`config.mk`:
```
export PLATFORM = sky130hd
export DESIGN_NAME = line_sensor_centroid
export DESIGN_NICKNAME = d
export VERILOG_FILES = /design/src/design/lsc_pkg.sv /design/src/design/lsc_acc.sv /design/src/design/lsc_div.sv /design/src/design/line_sensor_centroid.sv
export SDC_FILE = /design/constraint.sdc
export NUM_CORES = 1
export LEC_CHECK = 0
export ABC_AREA = 1
export BUFFER_PORTS_ARGS = -buffer_cell sky130_fd_sc_hd__clkbuf_2
export CAP_MARGIN = 20
export CORE_UTILIZATION = 40
export DETAILED_ROUTE_END_ITERATION = 7
export MAX_ROUTING_LAYER = met4
export PLACE_DENSITY = 0.62
export SYNTH_ARGS = -nofsm -noshare
export SYNTH_HDL_FRONTEND = slang
export SYNTH_SLANG_ARGS = --single-unit
```
`constraint.sdc`:
```
create_clock -name clock -period 2.8 [get_ports clock]
set_input_delay 0.42 -clock clock [delete_from_list [all_inputs] [get_ports clock]]
set_output_delay 0.42 -clock clock [all_outputs]
set_load 0.1 [all_outputs]
```
`src/design/lsc_pkg.sv`:
```
// Shared constants and types for the line sensor centroid block.
package lsc_pkg;

   localparam int NUM_SENSORS = 11;
   localparam int SAMPLE_BITS = 9;
   localparam int POS_W       = $clog2(NUM_SENSORS + 1);
   localparam int HIT_W       = $clog2(NUM_SENSORS + 1);
   localparam int SUM_W       = 16;
   localparam int OUT_W       = 14;
   localparam int STEP_W      = $clog2(SUM_W);

   localparam logic [SUM_W-1:0]       WEIGHT_STEP     = SUM_W'(1000);
   localparam logic [OUT_W-1:0]       CENTRE_POS      = OUT_W'(5000);
   localparam logic [SAMPLE_BITS-1:0] THRESHOLD_RESET = SAMPLE_BITS'(200);

   // One scan's totals, handed from the accumulator to the control.
   typedef struct packed {
      logic [SUM_W-1:0]       sum;
      logic [HIT_W-1:0]       hits;
      logic [NUM_SENSORS-1:0] bits;
   } scan_type;

   // Divider status toward the control.
   typedef struct packed {
      logic             busy;
      logic             done;
      logic [SUM_W-1:0] quotient;
   } div_stat_type;

endpackage

```
`src/design/lsc_acc.sv`:
```
// Per-scan accumulator: sensor index, weighted sum, hit count and hit bits.
module lsc_acc (
   input  logic                             clock,
   input  logic                             reset,
   input  logic                             take,
   input  logic [lsc_pkg::SAMPLE_BITS-1:0]  sample,
   input  logic                             last,
   input  logic [lsc_pkg::SAMPLE_BITS-1:0]  threshold,
   output lsc_pkg::scan_type                scan_next
);
   import lsc_pkg::*;

   logic [POS_W-1:0] position_ff, position_in;
   logic [SUM_W-1:0] weight_ff, weight_in;
   scan_type         scan_ff, scan_in;
   logic             in_range;
   logic             hit;

   assign in_range = position_ff < POS_W'(NUM_SENSORS);
   assign hit      = in_range && (sample > threshold);

   always_comb begin
      scan_next = scan_ff;
      if (hit) begin
         scan_next.sum  = scan_ff.sum + weight_ff;
         scan_next.hits = scan_ff.hits + HIT_W'(1);
         for (int i = 0; i < NUM_SENSORS; i++) begin
            if (position_ff == POS_W'(i)) begin
               scan_next.bits[i] = 1'b1;
            end
         end
      end
   end

   always_comb begin
      position_in = position_ff;
      weight_in   = weight_ff;
      scan_in     = scan_ff;
      if (take) begin
         if (last) begin
            // scan ends: clear for the next one
            position_in = '0;
            weight_in   = '0;
            scan_in     = '0;
         end else begin
            scan_in = scan_next;
            if (in_range) begin
               position_in = position_ff + POS_W'(1);
               weight_in   = weight_ff + WEIGHT_STEP;
            end
         end
      end
   end

   always_ff @(posedge clock) begin
      if (reset) begin
         position_ff <= '0;
         weight_ff   <= '0;
         scan_ff     <= '0;
      end else begin
         position_ff <= position_in;
         weight_ff   <= weight_in;
         scan_ff     <= scan_in;
      end
   end

endmodule

```
`src/design/lsc_div.sv`:
```
// Restoring divider, one quotient bit per cycle through one shared subtractor.
module lsc_div (
   input  logic                        clock,
   input  logic                        reset,
   input  logic                        start,
   input  logic [lsc_pkg::SUM_W-1:0]   dividend,
   input  logic [lsc_pkg::HIT_W-1:0]   divisor,
   output lsc_pkg::div_stat_type       stat
);
   import lsc_pkg::*;

   logic              busy_ff, busy_in;
   logic              done_ff, done_in;
   logic [STEP_W-1:0] step_ff, step_in;
   logic [SUM_W-1:0]  quo_ff, quo_in;
   logic [HIT_W-1:0]  dvsr_ff, dvsr_in;
   logic [HIT_W-1:0]  rem_ff, rem_in;
   logic [HIT_W:0]    trial;
   logic [HIT_W+1:0]  diff;

   assign trial = {rem_ff, quo_ff[SUM_W-1]};
   assign diff  = {1'b0, trial} - {2'b00, dvsr_ff};

   always_comb begin
      busy_in = busy_ff;
      done_in = 1'b0;
      step_in = step_ff;
      quo_in  = quo_ff;
      dvsr_in = dvsr_ff;
      rem_in  = rem_ff;
      if (start) begin
         busy_in = 1'b1;
         step_in = '0;
         quo_in  = dividend;
         dvsr_in = divisor;
         rem_in  = '0;
      end else if (busy_ff) begin
         // keep the difference unless the subtract borrowed
         if (diff[HIT_W+1]) begin
            rem_in = trial[HIT_W-1:0];
            quo_in = {quo_ff[SUM_W-2:0], 1'b0};
         end else begin
            rem_in = diff[HIT_W-1:0];
            quo_in = {quo_ff[SUM_W-2:0], 1'b1};
         end
         step_in = step_ff + STEP_W'(1);
         if (step_ff == STEP_W'(SUM_W - 1)) begin
            busy_in = 1'b0;
            done_in = 1'b1;
         end
      end
   end

   always_ff @(posedge clock) begin
      if (reset) begin
         busy_ff <= 1'b0;
         done_ff <= 1'b0;
         step_ff <= '0;
      end else begin
         busy_ff <= busy_in;
         done_ff <= done_in;
         step_ff <= step_in;
      end
   end

   always_ff @(posedge clock) begin
      quo_ff  <= quo_in;
      dvsr_ff <= dvsr_in;
      rem_ff  <= rem_in;
   end

   assign stat.busy     = busy_ff;
   assign stat.done     = done_ff;
   assign stat.quotient = quo_ff;

endmodule

```
`src/design/line_sensor_centroid.sv`:
```
// Line sensor centroid: threshold, accumulate and divide one scan per result.
// A sample with tlast starts the divide; its result is loaded into the output
// register once the 16 divider steps are done.
// Throughput: one sample per cycle inside a scan; the 16-step serial divider
// holds req_tready low after each tlast sample until its result is loaded, longer
// while the previous result still waits on rsp_tready.
// Reset (synchronous, active high): threshold returns to 200, scan totals clear.
module line_sensor_centroid (
   input  logic        clock,
   input  logic        reset,
   // request channel
   input  logic        req_tvalid,
   output logic        req_tready,
   input  logic [15:0] req_tdata,    // [8:0] sample, [15:9] zero
   input  logic        req_tlast,    // last sensor of the scan
   // result channel
   output logic        rsp_tvalid,
   input  logic        rsp_tready,
   output logic [39:0] rsp_tdata,    // [13:0] position, [27:14] centred_error,
                                     // [38:28] sensor_bits, [39] zero
   output logic        rsp_tuser,    // line_seen
   // threshold register
   input  logic        csr_wr_en,
   input  logic [8:0]  csr_wr_data
);
   import lsc_pkg::*;

   typedef enum logic [2:0] {
      ST_IDLE = 3'b001,
      ST_DIV  = 3'b010,
      ST_HOLD = 3'b100
   } state_type;

   state_type state_ff, state_in;

   logic [SAMPLE_BITS-1:0] threshold_ff, threshold_in;
   logic                   req_take;
   logic                   div_start;
   scan_type               scan_next;
   div_stat_type           div_stat;

   // scan attributes that ride alongside the division
   logic [NUM_SENSORS-1:0] bits_ff, bits_in;
   logic                   seen_ff, seen_in;

   // output register
   logic                   rsp_valid_ff, rsp_valid_in;
   logic [OUT_W-1:0]       rsp_pos_ff, rsp_pos_in;
   logic [OUT_W-1:0]       rsp_err_ff, rsp_err_in;
   logic [NUM_SENSORS-1:0] rsp_bits_ff, rsp_bits_in;
   logic                   rsp_seen_ff, rsp_seen_in;
   logic                   out_free;
   logic                   load;

   // Samples flow in only between scans' divisions.
   assign req_tready = (state_ff == ST_IDLE);
   assign req_take   = req_tvalid && req_tready;
   assign div_start  = req_take && req_tlast;
   assign out_free   = !rsp_valid_ff || rsp_tready;

   lsc_acc u_acc (
      .clock     (clock),
      .reset     (reset),
      .take      (req_take),
      .sample    (req_tdata[SAMPLE_BITS-1:0]),
      .last      (req_tlast),
      .threshold (threshold_ff),
      .scan_next (scan_next)
   );

   // The divide runs even with no hits; the result is masked to zero then.
   lsc_div u_div (
      .clock    (clock),
      .reset    (reset),
      .start    (div_start),
      .dividend (scan_next.sum),
      .divisor  (scan_next.hits),
      .stat     (div_stat)
   );

   // Sequencer: idle (taking samples), dividing, holding a finished result.
   always_comb begin
      state_in = state_ff;
      load     = 1'b0;
      unique case (state_ff)
         ST_IDLE: begin
            if (div_start) state_in = ST_DIV;
         end
         ST_DIV: begin
            if (div_stat.done) begin
               if (out_free) begin
                  load     = 1'b1;
                  state_in = ST_IDLE;
               end else begin
                  state_in = ST_HOLD;
               end
            end
         end
         ST_HOLD: begin
            if (out_free) begin
               load     = 1'b1;
               state_in = ST_IDLE;
            end
         end
         default: state_in = ST_IDLE;
      endcase
   end

   always_comb begin
      threshold_in = threshold_ff;
      if (csr_wr_en) threshold_in = csr_wr_data;
   end

   // Capture the scan's bit vector and hit flag when the division starts.
   always_comb begin
      bits_in = bits_ff;
      seen_in = seen_ff;
      if (div_start) begin
         bits_in = scan_next.bits;
         seen_in = (scan_next.hits != '0);
      end
   end

   // Load the output register from the quotient; force zeros with no line.
   always_comb begin
      rsp_valid_in = rsp_valid_ff;
      rsp_pos_in   = rsp_pos_ff;
      rsp_err_in   = rsp_err_ff;
      rsp_bits_in  = rsp_bits_ff;
      rsp_seen_in  = rsp_seen_ff;
      if (rsp_valid_ff && rsp_tready) rsp_valid_in = 1'b0;
      if (load) begin
         rsp_valid_in = 1'b1;
         rsp_seen_in  = seen_ff;
         if (seen_ff) begin
            rsp_pos_in  = div_stat.quotient[OUT_W-1:0];
            rsp_err_in  = div_stat.quotient[OUT_W-1:0] - CENTRE_POS;
            rsp_bits_in = bits_ff;
         end else begin
            rsp_pos_in  = '0;
            rsp_err_in  = '0;
            rsp_bits_in = '0;
         end
      end
   end

   always_ff @(posedge clock) begin
      if (reset) begin
         state_ff     <= ST_IDLE;
         threshold_ff <= THRESHOLD_RESET;
         rsp_valid_ff <= 1'b0;
      end else begin
         state_ff     <= state_in;
         threshold_ff <= threshold_in;
         rsp_valid_ff <= rsp_valid_in;
      end
   end

   always_ff @(posedge clock) begin
      bits_ff     <= bits_in;
      seen_ff     <= seen_in;
      rsp_pos_ff  <= rsp_pos_in;
      rsp_err_ff  <= rsp_err_in;
      rsp_bits_ff <= rsp_bits_in;
      rsp_seen_ff <= rsp_seen_in;
   end

   assign rsp_tvalid = rsp_valid_ff;
   assign rsp_tdata  = {1'b0, rsp_bits_ff, rsp_err_ff, rsp_pos_ff};
   assign rsp_tuser  = rsp_seen_ff;

`ifndef SYNTH
   // A scan end always blocks the request side for the divide.
   a_last_blocks: assert property (@(posedge clock) disable iff (reset)
      (req_tvalid && req_tready && req_tlast) |=> !req_tready)
      else $error("request accepted right after a scan end");

   // The divider finishes only while the sequencer waits for it.
   a_done_in_div: assert property (@(posedge clock) disable iff (reset)
      div_stat.done |-> (state_ff == ST_DIV))
      else $error("divider finished outside the divide state");

   // No line seen means an all-zero result.
   a_zero_result: assert property (@(posedge clock) disable iff (reset)
      (rsp_tvalid && !rsp_tuser) |-> (rsp_tdata == '0))
      else $error("nonzero result without a line");
`endif

endmodule
```
==> summary.txt, run 1 <==
via count: 5438
count of flip-flops with a built-in enable after synthesis: 69
maximum operating frequency: 465 MHz
die boundary width: 135 um
Crit Reg-Reg Startpoint: threshold_ff[8]
area taken by flip-flops and latches: 3490 um^2
placed cell areas: 7630 um^2
number of maximum-capacitance constraint violations: 0
total global-route track usage: 16.6%
largest net degree at the start of global routing: 42
Chip Height: 135 um
combinational family with the most area after synthesis: simple AND/OR/NAND/NOR gates
number of cells on the worst reg-to-reg path: 11
effective utilization at floorplan: 40.9%
DRT antenna net count: 0
start point of the critical path: threshold_ff[8]
final design utilization: 47.3%
cell area after synthesis: 7070 um^2
initial antenna violation count: 0
share of async-settable or async-resettable flops after synthesis: 0%
peak fanout along the critical path: 15
status: completed
number of buffers on the longest clock path: 2
layout cell share with drive strength beyond 1: 13.0%
area of the core region: 17300 um^2
area of the die: 18200 um^2
number of global-route vias before repair: 4994
diode insertion count for antenna repair: 0
combined area of the multi-input logic cells: 2860 um^2
Max-slew headroom: 60.6%
number of setup buffers added after CTS: 0
most numerous cell in the Yosys netlist: nand2_1
total CTS buffers: 17
top area cells in the synthesized netlist: edfxtp_1, dfxtp_1, nand2_1
Initial DRT Pass Iterations: 4
average vias per placed instance: 4.62
proportion of netlist area held by the largest area contributor: 29.3%
Seq cells post-synth: 140
end point of the critical path: u_div.quo_ff[6]
standard-cell row count: 48
grt peak-use layer: met2
simple-gate portion of the synthesized area: 22.8%
met2 Track Usage GR: 25.6%
count of cells resized by post-cts repair: 0
worst slack at placement: 0.488 ns
Wirelength per Cell: 11.6 um
dpl hpwl: 9.84 mm
measured slew at the worst slew-check pin: 0.589 ns
most used flip-flop cell after synthesis: dfxtp_1
worst reg2reg setup slack: 0.65 ns
Internal: 3.85 mW
proportion of synthesized chip area in sequential cells: 49.4%
met1 Usage GRT: 21.8%
average instance area after synthesis: 8.11 um^2
worst path buffer plus inverter count: 1
Fin Setup TNS: 0 ns
clock latency on the worst-skew pair: 0.41 ns
endpoint kind of the worst setup timing path: flip-flop
share of the clock period used by the worst path: 76.8%
peak per-stage delay on the critical path: 0.31 ns
design area: 8180 um^2
Worst Path Required: 2.96 ns
final RePlAce weighted congestion: 0.865
CTS root buffer: clkbuf_16
final routed DRC violation total: 0
static leakage: 3.74 nW
relative area change from synthesis to final layout: 15.8%
time the worst path needs with I/O delays and setup: 2.15 ns
RSZ-0062 raised after global routing: no
switching portion of total power: 27.0%
final setup slack of the worst path: 0.649 ns
compound-cell area share of the yosys netlist: 9.68%
worst-case vdd ir drop: 0.407 mV
number of inserted filler cells in the final layout: 1707
count of final max-slew check failures: 0
kind of cell adding the most delay to the critical path: simple AND/OR/NAND/NOR gates
Critical Path Source Type: flip-flop
mux cell area share after synthesis: 0%
I/O Buffers: 65
XOR/XNOR share of the synthesized area: 1.72%
post-detailed-routing wire length: 13.6 mm
most frequent cells after synthesis: nand2_1, inv_1, dfxtp_1
synthesis warning total: 0
synth unique cells: 41
final setup violating endpoints: 0
Seq pwr share: 45.1%
final hold viol count: 0
net count of the mapped netlist: 936
cell taking the most area after synthesis: edfxtp_1
Boundary Pins: 74
Layout Nets: 1005
relative contribution of the clock network to total power: 40.0%
power density normalized to cell area: 645 nW/um^2
GRT overflow: 0
endpoint arrival time on the critical path: 2.31 ns
met3 usage in global routing: 3.64%
adder-cell area share of the yosys netlist: 6.13%
worst hold-check path type: input pin to flip-flop
hold bufs inserted after CTS: 0
cell-by-cell listing of the critical path: inv_1, ha_1, nand2_1, nor2_4, nand3_1, nand3_2, nand2_2, nor2_4, nand2_1, nand3_1, o21ai_0
post-layout instance count excluding filler cells: 1177
standard cell with the maximum stage delay on the critical path: nor2_4
number of instances in the synthesized netlist: 871
global-route wire length before repair: 23.4 mm
logic depth of the worst path, buffers included: 11
maximum level of the CTS H-tree: 4
Detailed Route Iter0 Violations: 342
number of placed cells counting well taps: 1146
Worst Clk Skew: 0.00778 ns
TritonCTS sink count: 140
TritonCTS clock tree: done
Logic pwr share: 14.8%
type of the worst setup path: flip-flop to flip-flop
r2r endpoint: u_div.quo_ff[6]
net switching power figure: 1.42 mW
clock-pin slew of the registers on the worst-case setup and hold paths: 0.06 ns
==> state kept, by name, summed over array words and instances (netlist names) <==
| signal | count |
|---|---|
| state_ff | 3 |
| seen_ff | 1 |
| rsp_err_ff | 11 |
| u_div.busy_ff | 1 |
| u_acc.position_ff | 4 |
| rsp_tuser | 1 |
| threshold_ff | 9 |
| u_div.quo_ff | 16 |
| u_div.step_ff | 4 |
| rsp_tvalid | 1 |
| u_acc.weight_ff | 13 |
| bits_ff | 11 |
| u_acc.scan_ff | 31 |
| rsp_pos_ff | 14 |
| u_div.rem_ff | 4 |
| rsp_bits_ff | 11 |
| u_div.dvsr_ff | 4 |
| u_div.done_ff | 1 |
==> power groups by stage <==
stage	sequential (mW)	clock [mW]	combinational, mW
2_1_floorplan	2.40	0	0.619
3_3_place_gp	2.42	0	0.767
3_5_place_dp	2.42	0	0.779
4_1_cts	2.38	2.16	0.789
5_1_grt	2.39	2.26	0.899
6_report	2.38	2.11	0.782
==> worst min-delay path, cell delays in order <==
cell and delay [ns]:
clkbuf_2 0.07, a21oi_1 0.05, o21ai_0 0.06
==> per-layer routing <==
layer  wire length, um  part of all wire, %
met4               133                 0.98
met3               477                  3.5
met2              6240                   46
met5                 0                    0
met1              6760                   50
==> worst min-delay path by stage <==
| stage | slack (ns) | endpoint | cells after the start | startpoint |
|---|---|---|---|---|
| 2_1_floorplan | 0.41 | u_acc.scan_ff[15] | 2 | u_acc.scan_ff[15] |
| 3_3_place_gp | 0.42 | u_acc.scan_ff[15] | 2 | u_acc.scan_ff[15] |
| 3_5_place_dp | 0.42 | u_acc.scan_ff[15] | 2 | u_acc.scan_ff[15] |
| 4_1_cts | 0.21 | threshold_ff[3] | 3 | csr_wr_data[3] |
| 5_1_grt | 0.22 | threshold_ff[3] | 3 | csr_wr_data[3] |
| 6_report | 0.22 | threshold_ff[3] | 3 | csr_wr_data[3] |
==> final cells by class <==
class | count | share of cell area [%]
clock buffers | 18 | 5.25
clock inverters | 13 | 1.53
inverters | 157 | 7.20
multi-input cells | 550 | 34.9
flip-flops and latches | 140 | 42.7
well taps | 225 | 3.44
repair buffers | 74 | 4.95
==> stage by stage <==
| stage | hold WS (ns) | total power, mW |
|---|---|---|
| 2_1_floorplan | 0.410 | 3.02 |
| 3_3_place_gp | 0.417 | 3.19 |
| 3_5_place_dp | 0.421 | 3.20 |
| 4_1_cts | 0.209 | 5.33 |
| 5_1_grt | 0.223 | 5.55 |
| 6_report | 0.222 | 5.27 |
==> placed cells by master, fill, tap and decap left out, drive strengths merged <==
cell type | Yosys | final
o31ai | 1 | 1
edfxtp | 69 | 69
bufinv | 0 | 2
fa | 1 | 1
xnor2 | 6 | 6
inv | 157 | 159
a32o | 1 | 1
clkbuf | 9 | 83
o21a | 3 | 3
or2 | 1 | 1
conb | 1 | 1
a31oi | 2 | 2
ha | 33 | 33
o211ai | 1 | 1
a21oi | 69 | 69
clkinvlp | 0 | 1
nor3 | 10 | 10
o41ai | 1 | 1
buf | 15 | 9
xor2 | 7 | 7
nand3 | 56 | 56
a2111oi | 1 | 1
dfxtp | 71 | 71
and2 | 1 | 1
nand4 | 10 | 10
clkinv | 0 | 8
nor2 | 58 | 58
a211oi | 3 | 3
nor4 | 1 | 1
o21ai | 46 | 46
nand2 | 235 | 235
nand3b | 2 | 2
==> logic make-up after synthesis <==
kind of cell    after synthesis
compound gates              128
xor+xnor                     13
fa+ha+maj                    34
buf+inv                     181
flops                       140
other cells                   1
simple gates                374
No activity file was read; power rests on OpenSTA's default activity.
==> run 2, diff against run 1 <==
- ABC_AREA: 1 -> 0
- clock period: 2.8 -> 1.8 ns (I/O delays scaled with it)
==> summary.txt, run 2 <==
status: finished with violations
violated checks: negative setup slack
layout cell share with drive strength beyond 1: 38.3% (+25 points)
Wirelength per Cell: 14.1 um (+22%)
number of maximum-capacitance constraint violations: 0 (unchanged)
largest net degree at the start of global routing: 38 (-9.5%)
final design utilization: 57.1% (+9.8 points)
clock-pin slew of the registers on the worst-case setup and hold paths: 0.06 ns (about the same)
highest-count cells in the layout ignoring fill and taps: buf_4, edfxtp_1, clkbuf_2
design area: 9140 um^2 (+12%)
most used flip-flop cell after synthesis: dfxtp_1
TritonCTS sink count: 140 (unchanged)
final RePlAce weighted congestion: 0.816 (-5.8%)
DRT antenna net count: 0 (unchanged)
maximum operating frequency: 445 MHz (-4.2%)
number of cells on the worst reg-to-reg path: 10 (-1)
power density normalized to cell area: 915 nW/um^2 (+42%)
die boundary width: 130 um (-3.4%)
worst slack at placement: -0.506 ns (-0.994 ns)
endpoint kind of the worst setup timing path: flip-flop
Seq cells post-synth: 140 (unchanged)
cell taking the most area after synthesis: edfxtp_1
worst hold-check path type: input pin to flip-flop
initial antenna violation count: 0 (unchanged)
Cells on Worst Hold Path: 3 (unchanged)
worst-case vdd ir drop: 0.652 mV (+60%)
area of the die: 17000 um^2 (-6.6%)
Fin Setup TNS: -16.74 ns (-16.74 ns)
GRT overflow: 0 (unchanged)
final setup violating endpoints: 59 (+59)
synthesis warning total: 0 (unchanged)
placed cell areas: 7950 um^2 (+4.2%)
max FFs per register: 31 (unchanged)
Chip Height: 130 um (-3.4%)
type of the worst setup path: flip-flop to flip-flop
proportion of synthesized chip area in sequential cells: 53.0% (+3.6 points)
final setup slack of the worst path: -0.446 ns (-1.10 ns)
peak fanout along the critical path: 4 (-11)
Initial DRT Pass Iterations: 4 (unchanged)
relative area change from synthesis to final layout: 38.7%
TritonCTS clock tree: done
measured slew at the worst slew-check pin: 0.843 ns (+0.253 ns)
net count of the mapped netlist: 684 (-27%)
most frequent cells after synthesis: dfxtp_1, edfxtp_1, nor2_1
metal1 wirelength: 6.42 mm (-5.0%)
post-detailed-routing wire length: 14.4 mm (+6.0%)
most frequent standard cell in the layout excluding fill and tap cells: buf_4
number of instances in the synthesized netlist: 619 (-29%)
area of the core region: 16000 um^2 (-7.5%)
number of global-route vias before repair: 4979 (-0.30%)
share of async-settable or async-resettable flops after synthesis: 0% (unchanged)
diode insertion count for antenna repair: 0 (unchanged)
cell area after synthesis: 6590 um^2 (-6.7%)
share of the clock period used by the worst path: 125% (+48 points)
hold bufs inserted after CTS: 0 (unchanged)
synth unique cells: 58 (+41%)
Max-slew headroom: 43.7% (-17 points)
topmost layer with routed signal wires: met4
top area cells in the synthesized netlist: edfxtp_1, dfxtp_1, ha_1
Layout Nets: 858 (-15%)
CTS root buffer: clkbuf_16
clock latency on the worst-skew pair: 0.42 ns (about the same)
average instance area after synthesis: 10.6 um^2 (+31%)
most numerous cell in the Yosys netlist: dfxtp_1
effective utilization at floorplan: 41.2% (+0.33 points)
final hold viol count: 0 (unchanged)
global-route wire length before repair: 23.6 mm (+1.1%)
Worst Path Required: 1.96 ns (-1.00 ns)
endpoint arrival time on the critical path: 2.41 ns (+0.10 ns)
number of buffers on the longest clock path: 2 (unchanged)
I/O Buffers: 65 (unchanged)
standard-cell row count: 46 (-4.2%)
Boundary Pins: 74 (unchanged)
proportion of netlist area held by the largest area contributor: 31.4% (+2.1 points)
Detailed Route Iter0 Violations: 260 (-24%)
RSZ-0062 raised after global routing: yes
routed wire length on met3: 557 um (+17%)
static leakage: 3.78 nW (+1.1%)
average vias per placed instance: 4.94 (+6.9%)
Most flops, register: u_acc.scan_ff
Worst Clk Skew: 0.00752 ns (-0.000255 ns)
dpl hpwl: 9.84 mm (about the same)
total global-route track usage: 18.7% (+2.1 points)
count of final max-slew check failures: 0 (unchanged)
maximum level of the CTS H-tree: 4 (unchanged)
count of flip-flops with a built-in enable after synthesis: 69 (unchanged)
time the worst path needs with I/O delays and setup: 2.25 ns (+0.0951 ns)
total CTS buffers: 17 (unchanged)
Critical Path Source Type: flip-flop
via count: 5050 (-7.1%)
final routed DRC violation total: 0 (unchanged)
largest registers ranked by flip-flop count: u_acc.scan_ff: 31 flops, u_div.quo_ff: 16 flops, rsp_pos_ff: 14 flops
routed wl met2: 7.30 mm (+17%)
[run 2: cell types whose count changed after synthesis, sizes merged, moves of 15 or more]
cell   delta
nand3    -46
inv     -129
o21ai    -15
mux2i    +18
and2     +34
nand2   -186
a21oi    -44
[run 2: kinds of logic (layout without fill, tap and decap cells)]
logic type,Yosys count,in the layout,share of synthesized area [%]
flip-flops,140,140,53.0
other,1,1,0.0569
XOR/XNOR,39,39,5.18
AND/OR/NAND/NOR,204,205,15.3
multiplexers,19,19,2.90
adder cells (fa/ha/maj),34,34,6.57
AO/OA/AOI/OAI,128,128,13.1
buffers and inverters,54,240,3.84
[run 2: metal layers]
layer  vias up  GRT usage [%]
met1      2370           21.3
met3        11           4.55
met2       116           32.4
met4         0           5.88
li1       2553              -
met5         -              -
[run 2: cell type report]
type,instances,area (um^2)
multi-input cells,426,3330
repair buffers,180,1360
clock inverters,11,120
clock buffers,21,450
flip-flops and latches,140,3510
fillers,1385,6860
inverters,28,105
well taps,216,270
[run 2: through the flow]
stage               total power, mW  instances  hold WS (ns)
finish                         8.37       1022        0.0800
global route                   8.75       1022        0.0837
CTS                            8.31       1010        0.0639
detailed placement             4.79        968         0.469
global placement               4.74        968         0.452
floorplan                      4.40        619         0.400
[run 2: power breakdown]
| group | internal (mW) | leakage, nW | switching, mW |
|---|---|---|---|
| logic | 0.700 | 2.28 | 0.679 |
| registers | 3.51 | 1.23 | 0.114 |
| clock network | 2.07 | 0.273 | 1.30 |
[run 2: worst paths after layout]
kind | startpoint | to | slack (ns)
setup / recovery | threshold_ff[4] | seen_ff | -0.45
hold / removal | csr_wr_data[3] | threshold_ff[3] | 0.08
setup reg to reg | threshold_ff[4] | seen_ff | -0.45
hold reg to reg | u_div.step_ff[3] | u_div.done_ff | 0.47
[run 2: critical path, cell delays in order, from the launching register on]
cell      delay, ns
dfxtp_2        0.33
inv_2          0.04
ha_4           0.23
nand4_1        0.12
o21bai_1       0.10
a211oi_2       0.34
nor3_4         0.11
buf_4          0.16
or4_1          0.39
o21ai_1        0.09
o21ai_1        0.08
[run 2: what timing repair did]
item	in CTS	in global routing
setup endpoints to repair	77	91
pin swaps	23	24
gates resized for setup	76	32
buffers inserted	10	12
gates cloned	2	2
==> run 3, diff against run 2 <==
- CELL_PAD_IN_SITES_DETAIL_PLACEMENT: unset -> 1
- CELL_PAD_IN_SITES_GLOBAL_PLACEMENT: unset -> 1
- PLACE_DENSITY: 0.62 -> 0.75
==> summary.txt, run 3 (synthesized netlist as in run 2, its figures left out) <==
maximum level of the CTS H-tree: 4 (unchanged)
final RePlAce weighted congestion: 0.791 (-3.1%)
CTS root buffer: clkbuf_16
post-layout instance count excluding filler cells: 1032 (+0.98%)
number of inserted filler cells in the final layout: 1711 (+24%)
Most flops, register: u_acc.scan_ff
endpoint arrival time on the critical path: 2.60 ns (+0.19 ns)
die boundary width: 130 um (unchanged)
standard cell with the maximum stage delay on the critical path: a211o_1
highest-count cells in the layout ignoring fill and taps: buf_4, edfxtp_1, clkbuf_2
effective utilization at floorplan: 41.2% (unchanged)
count of final max-slew check failures: 0 (unchanged)
combined area of the multi-input logic cells: 3500 um^2 (+5.3%)
worst-case vdd ir drop: 0.656 mV (+0.62%)
clock-pin slew of the registers on the worst-case setup and hold paths: 0.06 ns (about the same)
Worst Path Required: 1.97 ns (about the same)
clock latency on the worst-skew pair: 0.43 ns (about the same)
I/O Buffers: 65 (unchanged)
TritonCTS clock tree: done
standard-cell row count: 46 (unchanged)
worst slack at placement: -0.618 ns (-0.113 ns)
Wirelength per Cell: 19.8 um (+40%)
violated checks: negative setup slack
Boundary Pins: 74 (unchanged)
number of buffers on the longest clock path: 2 (unchanged)
layout cell share with drive strength beyond 1: 41.8% (+3.5 points)
final setup slack of the worst path: -0.633 ns (-0.187 ns)
diode insertion count for antenna repair: 0 (unchanged)
RSZ-0062 raised after global routing: yes
worst path buffer plus inverter count: 1 (-1)
post-detailed-routing wire length: 20.4 mm (+42%)
global-route wire length before repair: 30.1 mm (+27%)
worst hold-check path type: input pin to flip-flop
Critical Path Source Type: flip-flop
static leakage: 3.89 nW (+2.9%)
peak per-stage delay on the critical path: 0.40 ns (about the same)
via count: 5492 (+8.8%)
area of the core region: 16000 um^2 (unchanged)
dpl hpwl: 12.0 mm (+22%)
final routed DRC violation total: 0 (unchanged)
number of maximum-capacitance constraint violations: 0 (unchanged)
status: finished with violations
Fin Setup TNS: -26.48 ns (-9.73 ns)
final setup violating endpoints: 62 (+5.1%)
maximum operating frequency: 411 MHz (-7.7%)
kind of cell adding the most delay to the critical path: compound AO/OA/AOI/OAI gates
max FFs per register: 31 (unchanged)
type of the worst setup path: flip-flop to flip-flop
share of the clock period used by the worst path: 135% (+10 points)
Detailed Route Iter0 Violations: 305 (+17%)
largest net degree at the start of global routing: 38 (unchanged)
Max-slew headroom: 29.5% (-14 points)
measured slew at the worst slew-check pin: 1.05 ns (+0.211 ns)
Initial DRT Pass Iterations: 4 (unchanged)
total global-route track usage: 24.5% (+5.7 points)
time the worst path needs with I/O delays and setup: 2.43 ns (+0.187 ns)
Worst Clk Skew: 0.0104 ns (+0.00289 ns)
total CTS buffers: 17 (unchanged)
number of placed cells counting well taps: 965 (-0.31%)
endpoint kind of the worst setup timing path: flip-flop
Chip Height: 130 um (unchanged)
TritonCTS sink count: 140 (unchanged)
cell-by-cell listing of the critical path: ha_4, a21oi_2, nand4b_1, a211o_1, a41oi_2, buf_4, a21boi_2, xnor2_1, o21ai_1
initial antenna violation count: 0 (unchanged)
design area: 9380 um^2 (+2.6%)
most frequent standard cell in the layout excluding fill and tap cells: buf_4
power density normalized to cell area: 922 nW/um^2 (+0.76%)
area of the die: 17000 um^2 (unchanged)
relative area change from synthesis to final layout: 42.4%
average vias per placed instance: 5.32 (+7.7%)
number of global-route vias before repair: 5864 (+18%)
area taken by flip-flops and latches: 3510 um^2 (about the same)
placed cell areas: 7930 um^2 (-0.25%)
GRT overflow: 0 (unchanged)
largest registers ranked by flip-flop count: u_acc.scan_ff: 31 flops, u_div.quo_ff: 16 flops, rsp_pos_ff: 14 flops
final design utilization: 58.6% (+1.5 points)
hold bufs inserted after CTS: 0 (unchanged)
final hold viol count: 0 (unchanged)
DRT antenna net count: 0 (unchanged)
Layout Nets: 868 (+1.2%)
peak fanout along the critical path: 3 (-1)
## run 3: metal layers
metal  vias up  GRT usage [%]  wire (um)
met5         -              -          0
met4         0           12.1        711
met3        59           4.47        626
met2       149           44.0      11000
met1      2720           25.7       8070
li1       2564              -          -
## run 3: worst min-delay path: stages
cell	delay, ns
clkbuf_2	0.07
mux2i_1	0.06
nor2_1	0.07
## run 3: what timing repair did
action,4_1_cts,5_1_grt
gates cloned,0,2
pin swaps,37,44
endpoints found under the setup margin,75,109
endpoints found under the hold margin,0,0
setup buffers,21,18
resized for setup,87,68
## run 3: final cells by class
class,instances,share of cell area (%)
multi-input cells,426,37.3
flip-flops and latches,140,37.4
well taps,216,2.88
inverters,28,1.12
repair buffers,190,15.3
clock buffers,17,4.53
clock inverters,15,1.40
## run 3: metrics by stage
| step | total power [mW] | hold WS, ns |
|---|---|---|
| after global placement | 4.74 | 0.451 |
| after CTS | 8.42 | 0.0542 |
| after detailed placement | 4.83 | 0.462 |
| final | 8.66 | 0.0771 |
| after global routing | 8.94 | 0.0837 |
| after floorplan | 4.40 | 0.400 |
## run 3: worst paths after layout
kind	startpoint	to	slack (ns)	cells past startpoint
worst min register to register	u_div.step_ff[3]	u_div.done_ff	0.48	2
worst max register to register	u_acc.weight_ff[4]	u_div.quo_ff[15]	-0.63	9
worst max-delay path	u_acc.weight_ff[4]	u_div.quo_ff[15]	-0.63	9
worst min-delay path	csr_wr_data[4]	threshold_ff[4]	0.08	3
## run 3: power breakdown
part | leakage (nW) | internal (mW) | switching (mW)
clock network | 0.270 | 2.00 | 1.39
logic | 2.39 | 0.786 | 0.831
registers | 1.23 | 3.51 | 0.137
